--- src/rtl/copscan_pkg.sv ---
// ----------------------------------------------------------------------------
// CoAP option scan package
// Shared types, codes and constants of the CoAP option presence scanner.
// ----------------------------------------------------------------------------
`timescale 1ns / 1ps

package copscan_pkg;

  // Longest token that the header may announce.
  localparam int unsigned MAX_TOKEN_LEN = 8;

  localparam int unsigned BYTE_W    = 8;
  localparam int unsigned VERDICT_W = 3;
  localparam int unsigned OPTNUM_W  = 16;
  localparam int unsigned EXT_W     = 17;
  localparam int unsigned VERSION_W = 2;

  // Fixed CoAP header length in bytes.
  localparam logic [2:0] HEADER_LEN = 3'd4;

  localparam logic [BYTE_W-1:0] PAYLOAD_MARKER = 8'hFF;
  localparam logic [3:0]        NIB_EXT1       = 4'd13;
  localparam logic [3:0]        NIB_EXT2       = 4'd14;
  localparam logic [3:0]        NIB_RESERVED   = 4'd15;
  localparam logic [EXT_W-1:0]  EXT1_BIAS      = 17'd13;
  localparam logic [EXT_W-1:0]  EXT2_BIAS      = 17'd269;

  // APB register map: register index sits at paddr[2].
  localparam int unsigned APB_ADDR_W = 3;
  localparam int unsigned APB_DATA_W = 32;
  localparam logic        REG_TARGET_OPTION    = 1'b0;
  localparam logic        REG_EXPECTED_VERSION = 1'b1;

  localparam logic [OPTNUM_W-1:0]  TARGET_OPTION_RST    = 16'd9;
  localparam logic [VERSION_W-1:0] EXPECTED_VERSION_RST = 2'd1;

  typedef enum logic [VERDICT_W-1:0] {
    V_FOUND  = 3'd0,
    V_PASSED = 3'd1,
    V_CLEAN  = 3'd2,
    V_BADHDR = 3'd3,
    V_BADOPT = 3'd4
  } verdict_e;

  typedef enum logic [9:0] {
    PH_HDR   = 10'b00_0000_0001,
    PH_TOKEN = 10'b00_0000_0010,
    PH_OPT   = 10'b00_0000_0100,
    PH_D1    = 10'b00_0000_1000,
    PH_D2A   = 10'b00_0001_0000,
    PH_D2B   = 10'b00_0010_0000,
    PH_L1    = 10'b00_0100_0000,
    PH_L2A   = 10'b00_1000_0000,
    PH_L2B   = 10'b01_0000_0000,
    PH_SKIP  = 10'b10_0000_0000
  } phase_e;

endpackage

--- src/rtl/copscan_if.sv ---
// ----------------------------------------------------------------------------
// CoAP option scan channels
// Valid/ready channels for message bytes and for scan results.
// ----------------------------------------------------------------------------
`timescale 1ns / 1ps

interface copscan_byte_if;
  import copscan_pkg::*;

  logic              valid;
  logic              ready;
  logic [BYTE_W-1:0] data_byte;
  logic              last;

  modport source (output valid, output data_byte, output last, input ready);
  modport sink   (input valid, input data_byte, input last, output ready);
endinterface

interface copscan_result_if;
  import copscan_pkg::*;

  logic                 valid;
  logic                 ready;
  logic                 option_found;
  logic [VERDICT_W-1:0] verdict;

  modport source (output valid, output option_found, output verdict, input ready);
  modport sink   (input valid, input option_found, input verdict, output ready);
endinterface

--- src/rtl/coap_option_presence_scan_unit.sv ---
// ----------------------------------------------------------------------------
// CoAP option presence scan unit
// A byte marked last passes through the input register and then the result
//   register, and waits in the input register while an earlier result stalls.
// Throughput: one byte per cycle while no last byte is held back by a stalled
//   result; the parser state updates in a single pass of short logic, at most
//   an extension add feeding the 16-bit option number add and compare.
// Reset: rst_ni clears the scan state, both channels and the registers
//   (target option 9, expected version 1).
// ----------------------------------------------------------------------------
`timescale 1ns / 1ps

module coap_option_presence_scan_unit (
  input  logic                                 clk_i,
  input  logic                                 rst_ni,
  copscan_byte_if.sink                         req_i,
  copscan_result_if.source                     res_o,
  input  logic                                 psel,
  input  logic                                 penable,
  input  logic                                 pwrite,
  input  logic [copscan_pkg::APB_ADDR_W-1:0]   paddr,
  input  logic [copscan_pkg::APB_DATA_W-1:0]   pwdata,
  output logic [copscan_pkg::APB_DATA_W-1:0]   prdata,
  output logic                                 pready
);
  import copscan_pkg::*;

  // Configuration registers. A write lands on the access cycle; the index
  // is taken from paddr[2] and the low address bits are ignored.
  logic [OPTNUM_W-1:0]  target_q;
  logic [VERSION_W-1:0] version_q;
  logic                 cfg_wr;

  assign pready = 1'b1;
  assign cfg_wr = psel && penable && pwrite;

  always_ff @(posedge clk_i or negedge rst_ni) begin
    if (!rst_ni) begin
      target_q  <= TARGET_OPTION_RST;
      version_q <= EXPECTED_VERSION_RST;
    end else if (cfg_wr) begin
      if (paddr[2] == REG_TARGET_OPTION) begin
        target_q <= pwdata[OPTNUM_W-1:0];
      end else begin
        version_q <= pwdata[VERSION_W-1:0];
      end
    end
  end

  always_comb begin
    if (paddr[2] == REG_EXPECTED_VERSION) begin
      prdata = {{(APB_DATA_W-VERSION_W){1'b0}}, version_q};
    end else begin
      prdata = {{(APB_DATA_W-OPTNUM_W){1'b0}}, target_q};
    end
  end

  // Input register. A request waits here for one pass of the parser. It
  // moves on unless it is the last byte and the result register is still
  // full and stalled, so bytes stream at full rate while a result waits.
  logic              in_valid_q;
  logic [BYTE_W-1:0] byte_q;
  logic              last_q;
  logic              out_valid_q;
  logic              proc_fire;

  assign proc_fire   = in_valid_q && (!last_q || !out_valid_q || res_o.ready);
  assign req_i.ready = !in_valid_q || proc_fire;

  always_ff @(posedge clk_i or negedge rst_ni) begin
    if (!rst_ni) begin
      in_valid_q <= 1'b0;
    end else if (req_i.ready) begin
      in_valid_q <= req_i.valid;
    end
  end

  always_ff @(posedge clk_i) begin
    if (req_i.valid && req_i.ready) begin
      byte_q <= req_i.data_byte;
      last_q <= req_i.last;
    end
  end

  // Parser state.
  phase_e              phase_q, phase_d;
  logic [2:0]          hdr_cnt_q, hdr_cnt_d;
  logic [3:0]          token_q, token_d;
  logic [OPTNUM_W-1:0] optnum_q, optnum_d;
  logic [EXT_W-1:0]    pdelta_q, pdelta_d;
  logic [EXT_W-1:0]    plen_q, plen_d;
  logic [EXT_W-1:0]    skip_q, skip_d;
  logic                decided_q, decided_d;
  verdict_e            held_q, held_d;

  // Per-byte work variables.
  logic                do_after;
  logic                do_finish;
  logic [OPTNUM_W-1:0] opt_sum;
  logic [3:0]          nib_d;
  logic [3:0]          nib_l;
  verdict_e            verdict_d;

  assign nib_d = byte_q[7:4];
  assign nib_l = byte_q[3:0];

  always_comb begin
    phase_d   = phase_q;
    hdr_cnt_d = hdr_cnt_q;
    token_d   = token_q;
    optnum_d  = optnum_q;
    pdelta_d  = pdelta_q;
    plen_d    = plen_q;
    skip_d    = skip_q;
    decided_d = decided_q;
    held_d    = held_q;
    do_after  = 1'b0;
    do_finish = 1'b0;
    opt_sum   = optnum_q + pdelta_q[OPTNUM_W-1:0];

    // Once a verdict is held, later bytes of the message are ignored.
    if (!decided_q) begin
      unique case (phase_q)
        PH_HDR: begin
          if (hdr_cnt_q == 3'd0 && byte_q[7:6] != version_q) begin
            decided_d = 1'b1;
            held_d    = V_BADHDR;
          end else if (hdr_cnt_q == 3'd0 && nib_l > 4'(MAX_TOKEN_LEN)) begin
            decided_d = 1'b1;
            held_d    = V_BADHDR;
          end else begin
            if (hdr_cnt_q == 3'd0) begin
              token_d = nib_l;
            end
            hdr_cnt_d = hdr_cnt_q + 3'd1;
            if (hdr_cnt_d >= HEADER_LEN) begin
              phase_d = (token_d != 4'd0) ? PH_TOKEN : PH_OPT;
            end
          end
        end
        PH_TOKEN: begin
          token_d = token_q - 4'd1;
          if (token_d == 4'd0) begin
            phase_d = PH_OPT;
          end
        end
        PH_OPT: begin
          if (byte_q == PAYLOAD_MARKER) begin
            decided_d = 1'b1;
            held_d    = V_CLEAN;
          end else if (nib_d == NIB_RESERVED || nib_l == NIB_RESERVED) begin
            decided_d = 1'b1;
            held_d    = V_BADOPT;
          end else begin
            pdelta_d = {13'd0, nib_d};
            plen_d   = {13'd0, nib_l};
            if (nib_d == NIB_EXT1) begin
              phase_d = PH_D1;
            end else if (nib_d == NIB_EXT2) begin
              phase_d = PH_D2A;
            end else begin
              do_after = 1'b1;
            end
          end
        end
        PH_D1: begin
          pdelta_d = {9'd0, byte_q} + EXT1_BIAS;
          do_after = 1'b1;
        end
        PH_D2A: begin
          pdelta_d = {1'b0, byte_q, 8'h00};
          phase_d  = PH_D2B;
        end
        PH_D2B: begin
          pdelta_d = {1'b0, pdelta_q[15:8], byte_q} + EXT2_BIAS;
          do_after = 1'b1;
        end
        PH_L1: begin
          plen_d    = {9'd0, byte_q} + EXT1_BIAS;
          do_finish = 1'b1;
        end
        PH_L2A: begin
          plen_d  = {1'b0, byte_q, 8'h00};
          phase_d = PH_L2B;
        end
        PH_L2B: begin
          plen_d    = {1'b0, plen_q[15:8], byte_q} + EXT2_BIAS;
          do_finish = 1'b1;
        end
        PH_SKIP: begin
          skip_d = skip_q - 17'd1;
          if (skip_d == 17'd0) begin
            phase_d = PH_OPT;
          end
        end
        default: begin
          phase_d = PH_OPT;
        end
      endcase
    end

    // With the delta settled, a length nibble of 13 or 14 still needs its
    // extension bytes; otherwise the option header is complete.
    if (do_after) begin
      if (plen_d == {13'd0, NIB_EXT1}) begin
        phase_d = PH_L1;
      end else if (plen_d == {13'd0, NIB_EXT2}) begin
        phase_d = PH_L2A;
      end else begin
        do_finish = 1'b1;
      end
    end

    // Complete option header: advance the wrapping option number and
    // compare it with the target.
    if (do_finish) begin
      opt_sum  = optnum_q + pdelta_d[OPTNUM_W-1:0];
      optnum_d = opt_sum;
      if (opt_sum == target_q) begin
        decided_d = 1'b1;
        held_d    = V_FOUND;
      end else if (opt_sum > target_q) begin
        decided_d = 1'b1;
        held_d    = V_PASSED;
      end else begin
        skip_d  = plen_d;
        phase_d = (plen_d != 17'd0) ? PH_SKIP : PH_OPT;
      end
    end

    // Verdict for a message that ends on this byte. A held verdict is kept;
    // otherwise an end inside the header is a bad header, an end inside an
    // extension is malformed, and any other end is clean.
    if (decided_d) begin
      verdict_d = held_d;
    end else if (phase_d == PH_HDR) begin
      verdict_d = V_BADHDR;
    end else if (phase_d == PH_D1 || phase_d == PH_D2A || phase_d == PH_D2B ||
                 phase_d == PH_L1 || phase_d == PH_L2A || phase_d == PH_L2B) begin
      verdict_d = V_BADOPT;
    end else begin
      verdict_d = V_CLEAN;
    end

    // The last byte returns the scan to its starting state.
    if (last_q) begin
      phase_d   = PH_HDR;
      hdr_cnt_d = 3'd0;
      token_d   = 4'd0;
      optnum_d  = '0;
      pdelta_d  = '0;
      plen_d    = '0;
      skip_d    = '0;
      decided_d = 1'b0;
      held_d    = V_CLEAN;
    end
  end

  always_ff @(posedge clk_i or negedge rst_ni) begin
    if (!rst_ni) begin
      phase_q   <= PH_HDR;
      hdr_cnt_q <= 3'd0;
      token_q   <= 4'd0;
      optnum_q  <= '0;
      pdelta_q  <= '0;
      plen_q    <= '0;
      skip_q    <= '0;
      decided_q <= 1'b0;
      held_q    <= V_CLEAN;
    end else if (proc_fire) begin
      phase_q   <= phase_d;
      hdr_cnt_q <= hdr_cnt_d;
      token_q   <= token_d;
      optnum_q  <= optnum_d;
      pdelta_q  <= pdelta_d;
      plen_q    <= plen_d;
      skip_q    <= skip_d;
      decided_q <= decided_d;
      held_q    <= held_d;
    end
  end

  // Result register.
  verdict_e verdict_q;

  always_ff @(posedge clk_i or negedge rst_ni) begin
    if (!rst_ni) begin
      out_valid_q <= 1'b0;
    end else if (proc_fire && last_q) begin
      out_valid_q <= 1'b1;
    end else if (res_o.ready) begin
      out_valid_q <= 1'b0;
    end
  end

  always_ff @(posedge clk_i) begin
    if (proc_fire && last_q) begin
      verdict_q <= verdict_d;
    end
  end

  assign res_o.valid        = out_valid_q;
  assign res_o.verdict      = verdict_q;
  assign res_o.option_found = (verdict_q == V_FOUND);

  // A last byte that passes the parser always leaves a result behind.
  a_last_gives_result: assert property (
    @(posedge clk_i) disable iff (!rst_ni)
    (proc_fire && last_q) |=> out_valid_q
  ) else $error("last byte processed without a result");

  // A held verdict freezes the walk until the message ends.
  a_decided_freezes: assert property (
    @(posedge clk_i) disable iff (!rst_ni)
    (proc_fire && decided_q && !last_q) |=> ($stable(phase_q) && $stable(optnum_q))
  ) else $error("parser state moved after a verdict was held");

  // The header counter never runs past the header while in the header phase.
  a_hdr_count: assert property (
    @(posedge clk_i) disable iff (!rst_ni)
    (phase_q == PH_HDR) |-> (hdr_cnt_q < HEADER_LEN)
  ) else $error("header counter overran the header");

  // The token count was checked against its limit when it was loaded.
  a_token_bound: assert property (
    @(posedge clk_i) disable iff (!rst_ni)
    token_q <= 4'(MAX_TOKEN_LEN)
  ) else $error("token count exceeds the token length limit");

endmodule
--- src/flat_wrapper.sv ---
// flat-port wrapper written by rule: the top's interface ports become plain ports
module coap_option_presence_scan_unit_flat import copscan_pkg::*;
  (clk_i, rst_ni, psel, penable, pwrite, paddr, pwdata, prdata, pready, req_i_valid, req_i_data_byte, req_i_last, req_i_ready, res_o_valid, res_o_option_found, res_o_verdict, res_o_ready);
  copscan_byte_if req_i_i ();
  copscan_result_if res_o_i ();
  input  logic clk_i;
  input  logic rst_ni;
  input  logic psel;
  input  logic penable;
  input  logic pwrite;
  input  logic [copscan_pkg::APB_ADDR_W-1:0] paddr;
  input  logic [copscan_pkg::APB_DATA_W-1:0] pwdata;
  output logic [copscan_pkg::APB_DATA_W-1:0] prdata;
  output logic pready;
  input wire logic [$bits(req_i_i.valid)-1:0] req_i_valid;
  input wire logic [$bits(req_i_i.data_byte)-1:0] req_i_data_byte;
  input wire logic [$bits(req_i_i.last)-1:0] req_i_last;
  output wire logic [$bits(req_i_i.ready)-1:0] req_i_ready;
  output wire logic [$bits(res_o_i.valid)-1:0] res_o_valid;
  output wire logic [$bits(res_o_i.option_found)-1:0] res_o_option_found;
  output wire logic [$bits(res_o_i.verdict)-1:0] res_o_verdict;
  input wire logic [$bits(res_o_i.ready)-1:0] res_o_ready;
  assign req_i_i.valid = req_i_valid;
  assign req_i_i.data_byte = req_i_data_byte;
  assign req_i_i.last = req_i_last;
  assign req_i_ready = req_i_i.ready;
  assign res_o_valid = res_o_i.valid;
  assign res_o_option_found = res_o_i.option_found;
  assign res_o_verdict = res_o_i.verdict;
  assign res_o_i.ready = res_o_ready;
  coap_option_presence_scan_unit u_core (.clk_i(clk_i), .rst_ni(rst_ni), .req_i(req_i_i), .res_o(res_o_i), .psel(psel), .penable(penable), .pwrite(pwrite), .paddr(paddr), .pwdata(pwdata), .prdata(prdata), .pready(pready));
endmodule
--- config.mk ---
export PLATFORM = sky130hd
export DESIGN_NAME = coap_option_presence_scan_unit_flat
export DESIGN_NICKNAME = d
export VERILOG_FILES = /design/src/rtl/copscan_pkg.sv /design/src/rtl/copscan_if.sv /design/src/rtl/coap_option_presence_scan_unit.sv /design/src/flat_wrapper.sv
export SDC_FILE = /design/constraint.sdc
export NUM_CORES = 1
export LEC_CHECK = 0
export BUFFER_PORTS_ARGS = -buffer_cell sky130_fd_sc_hd__buf_2
export CAP_MARGIN = 40
export CORE_MARGIN = 2
export CORE_UTILIZATION = 45
export CTS_CLUSTER_DIAMETER = 60
export DETAILED_ROUTE_END_ITERATION = 16
export GPL_TIMING_DRIVEN = 1
export PLACE_DENSITY = 0.69
export SYNTH_ARGS = -nofsm -noshare
export SYNTH_HDL_FRONTEND = slang
export SYNTH_SLANG_ARGS = --single-unit
--- constraint.sdc ---
create_clock -name clk_i -period 13.2 [get_ports clk_i]
set_clock_uncertainty 0.15 [all_clocks]
set_input_delay 1.32 -clock clk_i [delete_from_list [all_inputs] [get_ports clk_i]]
set_output_delay 1.32 -clock clk_i [all_outputs]
set_load 0.1 [all_outputs]
Word-level counts from Yosys, hierarchy flattened
Cells that the tools add are included.

Bits of input ports: 51. Register bits after elaboration: 119. Word-level logic and storage cells: 185.

Reduce and logical (&&, ||, !) cells: 37. Multiplexer cells: 90. Order comparisons: 3. Equality and inequality tests: 31. $add $sub $neg: 7. Bitwise gates (word level): 1.

Operators by type and width (count): two-way mux 10 bit (18); two-way mux 17 bit (10); two-way mux 16 bit (7); one-hot mux 10 bit (7 select lines) (1); one-hot mux 17 bit (4 select lines) (1); one-hot mux 16 bit (4 select lines) (1); two-way mux 3 bit (18); two-way mux 4 bit (9); == test 17 x 4 -> 1 bit, second input constant (2); two-way mux 1 bit (21); == test 10 x 1 -> 1 bit, second input constant (2); == test 10 x 4 -> 1 bit, second input constant (2); == test 10 x 5 -> 1 bit, second input constant (2); == test 10 x 6 -> 1 bit, second input constant (2); == test 10 x 7 -> 1 bit, second input constant (2); == test 10 x 8 -> 1 bit, second input constant (2); == test 10 x 9 -> 1 bit, second input constant (2); adder 16 x 9 -> 17 bit, second input constant (1); logical NOT 17 bit (1); nonzero test 17 bit (1); subtractor 17 x 1 -> 17 bit, second input constant (1); adder 16 bit (1); adder 16 x 9 -> 16 bit, second input constant (1); == test 16 bit (1); 30 further kinds (60).

Depth between registers and ports, before layout
Word-level depth: 28. Mapped depth: 32.

Worst setup path after synthesis
OpenSTA, ideal clock, no wires.

Kind: reg-to-reg. Start: register u_core.phase_q[4]. End: register u_core.verdict_q[1] (netlist: u_core.res_o.verdict[1]), data pin. Required time: 12795 ps. Path buffers: 3. Stages on the path, launching flop included: 31. Slack: 6373 ps. Period minus slack after synthesis: 6827 ps. Data arrival time: 6422 ps. Library setup time: 255 ps. Cells stage by stage: dfrtp_1 buf_2 or4_1 buf_2 nor3_2 buf_2 nor4_1 nor2_1 nand2_1 a221o_1 ha_1 a21o_1 a21oi_1 o21ai_0 a31oi_1 o21ai_0 or2_2 a31oi_1 o21ai_0 xnor2_1 ha_1 nand4_1 nor2_1 a221oi_1 o21a_1 nand2_1 o21ai_0 a2bb2o_1 a21oi_1 nand3_1 and3_1.

Word-level cells in the longest chain between the ends: 21. Elaborated cells between the ends (all ways): 73. Classes of those cells: 1 x add/sub; 1 x order compare; 20 x eq/ne; 42 x mux; 9 x reduce/logical.

Ends and longest elaborated chain: from (decl) (line coap_option_presence_scan_unit.sv:86) `phase_e phase_q, phase_d;`; from (signal assigned) (line coap_option_presence_scan_unit.sv:271) `phase_q <= phase_d;`; branches (longest 20 deep; another with adder 16 bit); two-way mux 3 bit * (line coap_option_presence_scan_unit.sv:234) `if (decided_d) begin`; named net u_core.verdict_d[1] (line coap_option_presence_scan_unit.sv:102) `verdict_e verdict_d;`; to (signal assigned) (line coap_option_presence_scan_unit.sv:298) `verdict_q <= verdict_d;`; to (decl) (line coap_option_presence_scan_unit.sv:284) `verdict_e verdict_q;`.

Mark *: on every way through the listed nets, which the timed path passes. A chain may end at the register's enable or synchronous reset.

Worst setup path after layout
Start: register u_core.phase_q[4]. End: register u_core.verdict_q[2] (netlist: u_core.res_o.verdict[2]), data pin.

Same word-level chain as after synthesis.

==> summary.md <==
| Metric | Value |
|---|---|
| Via Count | `around 8500` |
| CTS tree | `done` |
| Reg2reg path depth | `27` |
| Num CTS Buffers | `17` |
| Die width | `146 microns` |
| Max-slew violation count | `0` |
| Crit end category | `flip-flop` |
| Detailed Route Iter0 Violations | `between 900 and 1000` |
| Global-route usage over all layers | `24.8%` |
| Most frequent CP cell | `o21ai_0` |
| Top layer in use | `met4` |
| Final period util | `67.9%` |
| H-tree depth | `4` |
| Die H | `about 150 microns` |
| Synth warn | `0` |
| Hold-fix buffers, CTS | `0` |
| Worst-Margin Slew | `964 ps` |
| DRT Pass-1 Iters | `7` |
| Top post-synthesis cells by area | `dfrtp_1 28%, ha_1 5.5%, a22o_1 4.6%, nand2_1 4.1%, edfxtp_1 4.0%` |
| Post-Layout Cell Count | `between 1000 and 1500` |
| Vias in the first global route | `approximately 8100` |
| Status | `finished, final reports clean` |
| Xor-xnor portion of the synthesized cell area | `3.28%` |
| Max_cap viols | `0` |
| F_max | `0.112 GHz` |
| Reg clk slew, reported paths | `roughly 60 ps` |
| Lkg Pwr | `around 0.0045 uW` |
| Clk sinks | `between 100 and 150` |
| Die area | `0.0213 sq mm` |
| Avg Synthesized Cell Area | `around 8.5 sq um` |
| Distinct cell type count after synthesis | `90` |
| Seq/Total Area, Yosys | `about a third` |
| Crit start category | `flip-flop` |
| Kind of critical path | `reg -> reg` |
| Layout cells sized above 1 | `14.0%` |
| # diodes | `0` |
| Tmin final | `8970 ps` |
| CP arrival | `between 8000 and 9000 ps` |
| Post-synthesis simple-gate area fraction | `approximately 22%` |
| Nets | `1172` |
| CP max stage delay | `700 ps` |
| Area post-placement | `about 0.0094 sq mm` |
| Setup bufs post-CTS | `0` |
| Post-route ant nets | `0` |
| Hold Worst Slack | `approximately 350 ps` |
| Max clock buf depth | `2` |
| Largest family of logic cells by synthesized area | `compound AO/OA/AOI/OAI gates` |
| Synthesized area | `a little over 0.009 sq mm` |
| Placed Instances | `around 1300` |
| Layout area overhead | `9.97%` |
| Met3 routed WL | `roughly 2100 microns` |
| Global-route wire length before repair | `~43000 microns` |
| Clk Latency, worst-skew pair | `430 ps` |
| Mux cell area share after synthesis | `around 2.6%` |
| Fin. Hold Viols | `0` |
| GRT overflow | `0` |
| Drt wl/cell | `around 20 microns` |
| Max VDD drop | `around 0.092 mV` |
| Worst Hold Class | `reg -> reg` |
| Antenna violations before repair | `0` |
| Port Buffers | `54` |
| RSZ-0062 raised after global routing | `false` |
| Detailed Route WL | `26500 microns` |
| Fraction of registers with async set/reset | `89.9%` |
| Total Power | `between 1500 and 2000 uW` |
| Num rows | `a little over 50` |
| Primary FF master, synth | `dfrtp_1` |
| Gate Count Post-Synth | `~1100` |
| Register bit count reported by yosys | `between 100 and 150` |
| Commonest non-fill, non-tap cell in the layout | `dfrtp_1` |
| Largest net degree at the start of global routing | `61` |
| Synth Area in Compound Gates | `between 20% and 30%` |
| Synth Area in Adders | `5.73%` |
| Slew margin rel. | `between 30% and 40%` |
| Drt drc | `0` |
| Critical Path RT | `~13000 ps` |
| Fill cell count | `1882` |
| Area leader, netlist | `dfrtp_1` |
| Starting Density | `a little under half` |
| Number of vias per cell | `around 6.2` |
| Pwr per Cell Area | `~170 mW/mm^2` |
| Hold Crit Depth | `2` |
| Core region area | `0.0197 sq mm` |
| Most frequent cells in the layout | `102 x dfrtp_1, 99 x nand2_1, 86 x nor2_1` |
| Crit. path cell count | `27` |
| Gpl congestion | `roughly 0.95` |
| Final instance area | `0.00998 sq mm` |
| PostCTS Resize Cnt | `0` |
| Top Ports | `90` |
| Total negative setup slack | `0 ps` |
| Routed met2 length | `11900 microns` |
| Setup violators final | `0` |
| Post-synth top area share | `between 20% and 30%` |
| Buf/Inv on CP | `0` |
| Met1 Wirelength | `between 10000 and 15000 microns` |
| Worst Path Max Fanout | `14` |
| CP top delay family | `simple AND/OR/NAND/NOR gates` |
| Crit-path slowest cell | `or4_1` |
| Hpwl dp | `roughly 19000 microns` |
| Number of synthesized flops with an enable pin | `12` |
| Clock root buffer master | `clkbuf_16` |
routing by layer:
metal | GRT usage, % | up-vias
li1 | - | 3974
met1 | 34.0 | 4060
met2 | 38.7 | 393
met3 | 5.22 | 55
met4 | 9.37 | 0
met5 | 0 | -
cells by family after synthesis:
kind of cell	Yosys count
simple gates	391
other cells	2
mux	21
flops	119
buf+inv	132
compound gates	322
fa+ha+maj	41
xor+xnor	34
power by group:
part / total [uW] / internal, uW / switching (uW) / leakage, uW
logic: 764 / 249 / 515 / 0.00267
clock network: 458 / 263 / 195 / 0.000274
registers: 490 / 427 / 62.8 / 0.00155
tightest hold or removal path: stages, from the launching register on:
cell and delay [ps]:
dfrtp_1 350, nand2_1 50, o21ai_0 70
path summary, 6_finish.rpt:
check                                       start                      end  slack, ps
worst min register to register   u_core.held_q[2]         u_core.held_q[2]        350
worst max register to register  u_core.phase_q[4]  u_core.res_o.verdict[2]       4230
min in group asynchronous                  rst_ni        u_core.token_q[1]        750
worst max-delay path            u_core.phase_q[4]  u_core.res_o.verdict[2]       4230
worst min-delay path             u_core.held_q[2]         u_core.held_q[2]        350
max in group asynchronous                  rst_ni      u_core.optnum_q[12]      10890
state kept, by name, summed over array words and instances, names as in the netlist:
signal	flops
u_core.hdr_cnt_q	3
u_core.phase_q	10
u_core.version_q	2
u_core.plen_q	17
u_core.skip_q	17
u_core.byte_q	8
u_core.res_o.valid	1
u_core.in_valid_q	1
u_core.res_o.verdict	3
u_core.token_q	4
u_core.last_q	1
u_core.pdelta_q	16
u_core.optnum_q	16
u_core.target_q	16
u_core.held_q	3
u_core.decided_q	1
final cells by class:
class	count	area, sq um	share of cell area [%]
multi-input cells	826	5480	54.9
flip-flops and latches	119	3040	30.5
clock buffers	17	425	4.26
repair buffers	66	367	3.67
well taps	265	332	3.32
inverters	50	188	1.88
clock inverters	15	146	1.47
metrics by stage:
stage                     setup WS, ps  utilization [%]
after floorplan                   6370                -
after global placement            4500             47.8
after detailed placement          4520             47.9
after CTS                         4480             50.8
after global routing              3730             50.8
final                             4230             50.8
synth_stat cells, types with 5 or more instances:
master,instances
a211o_1,5
a211oi_1,9
a21o_1,17
a21oi_1,49
a221o_1,5
a22o_1,48
a22oi_1,19
a31oi_1,7
a32o_1,7
and2_1,8
and3_1,10
buf_2,5
buf_4,19
buf_6,5
clkbuf_1,50
dfrtp_1,102
dfstp_2,5
edfxtp_1,12
ha_1,40
inv_1,50
mux2_2,19
nand2_1,99
nand2b_1,13
nand3_1,27
nand4_1,17
nor2_1,87
nor2b_1,10
nor3_1,32
nor4_1,18
nor4b_1,6
o211ai_1,13
o21a_1,8
o21ai_0,56
o21ai_1,10
o22ai_1,10
o31ai_1,6
or2_2,10
or3_1,13
or4_1,13
xnor2_1,21
xor2_1,13
(Power assumes the default switching activity.)
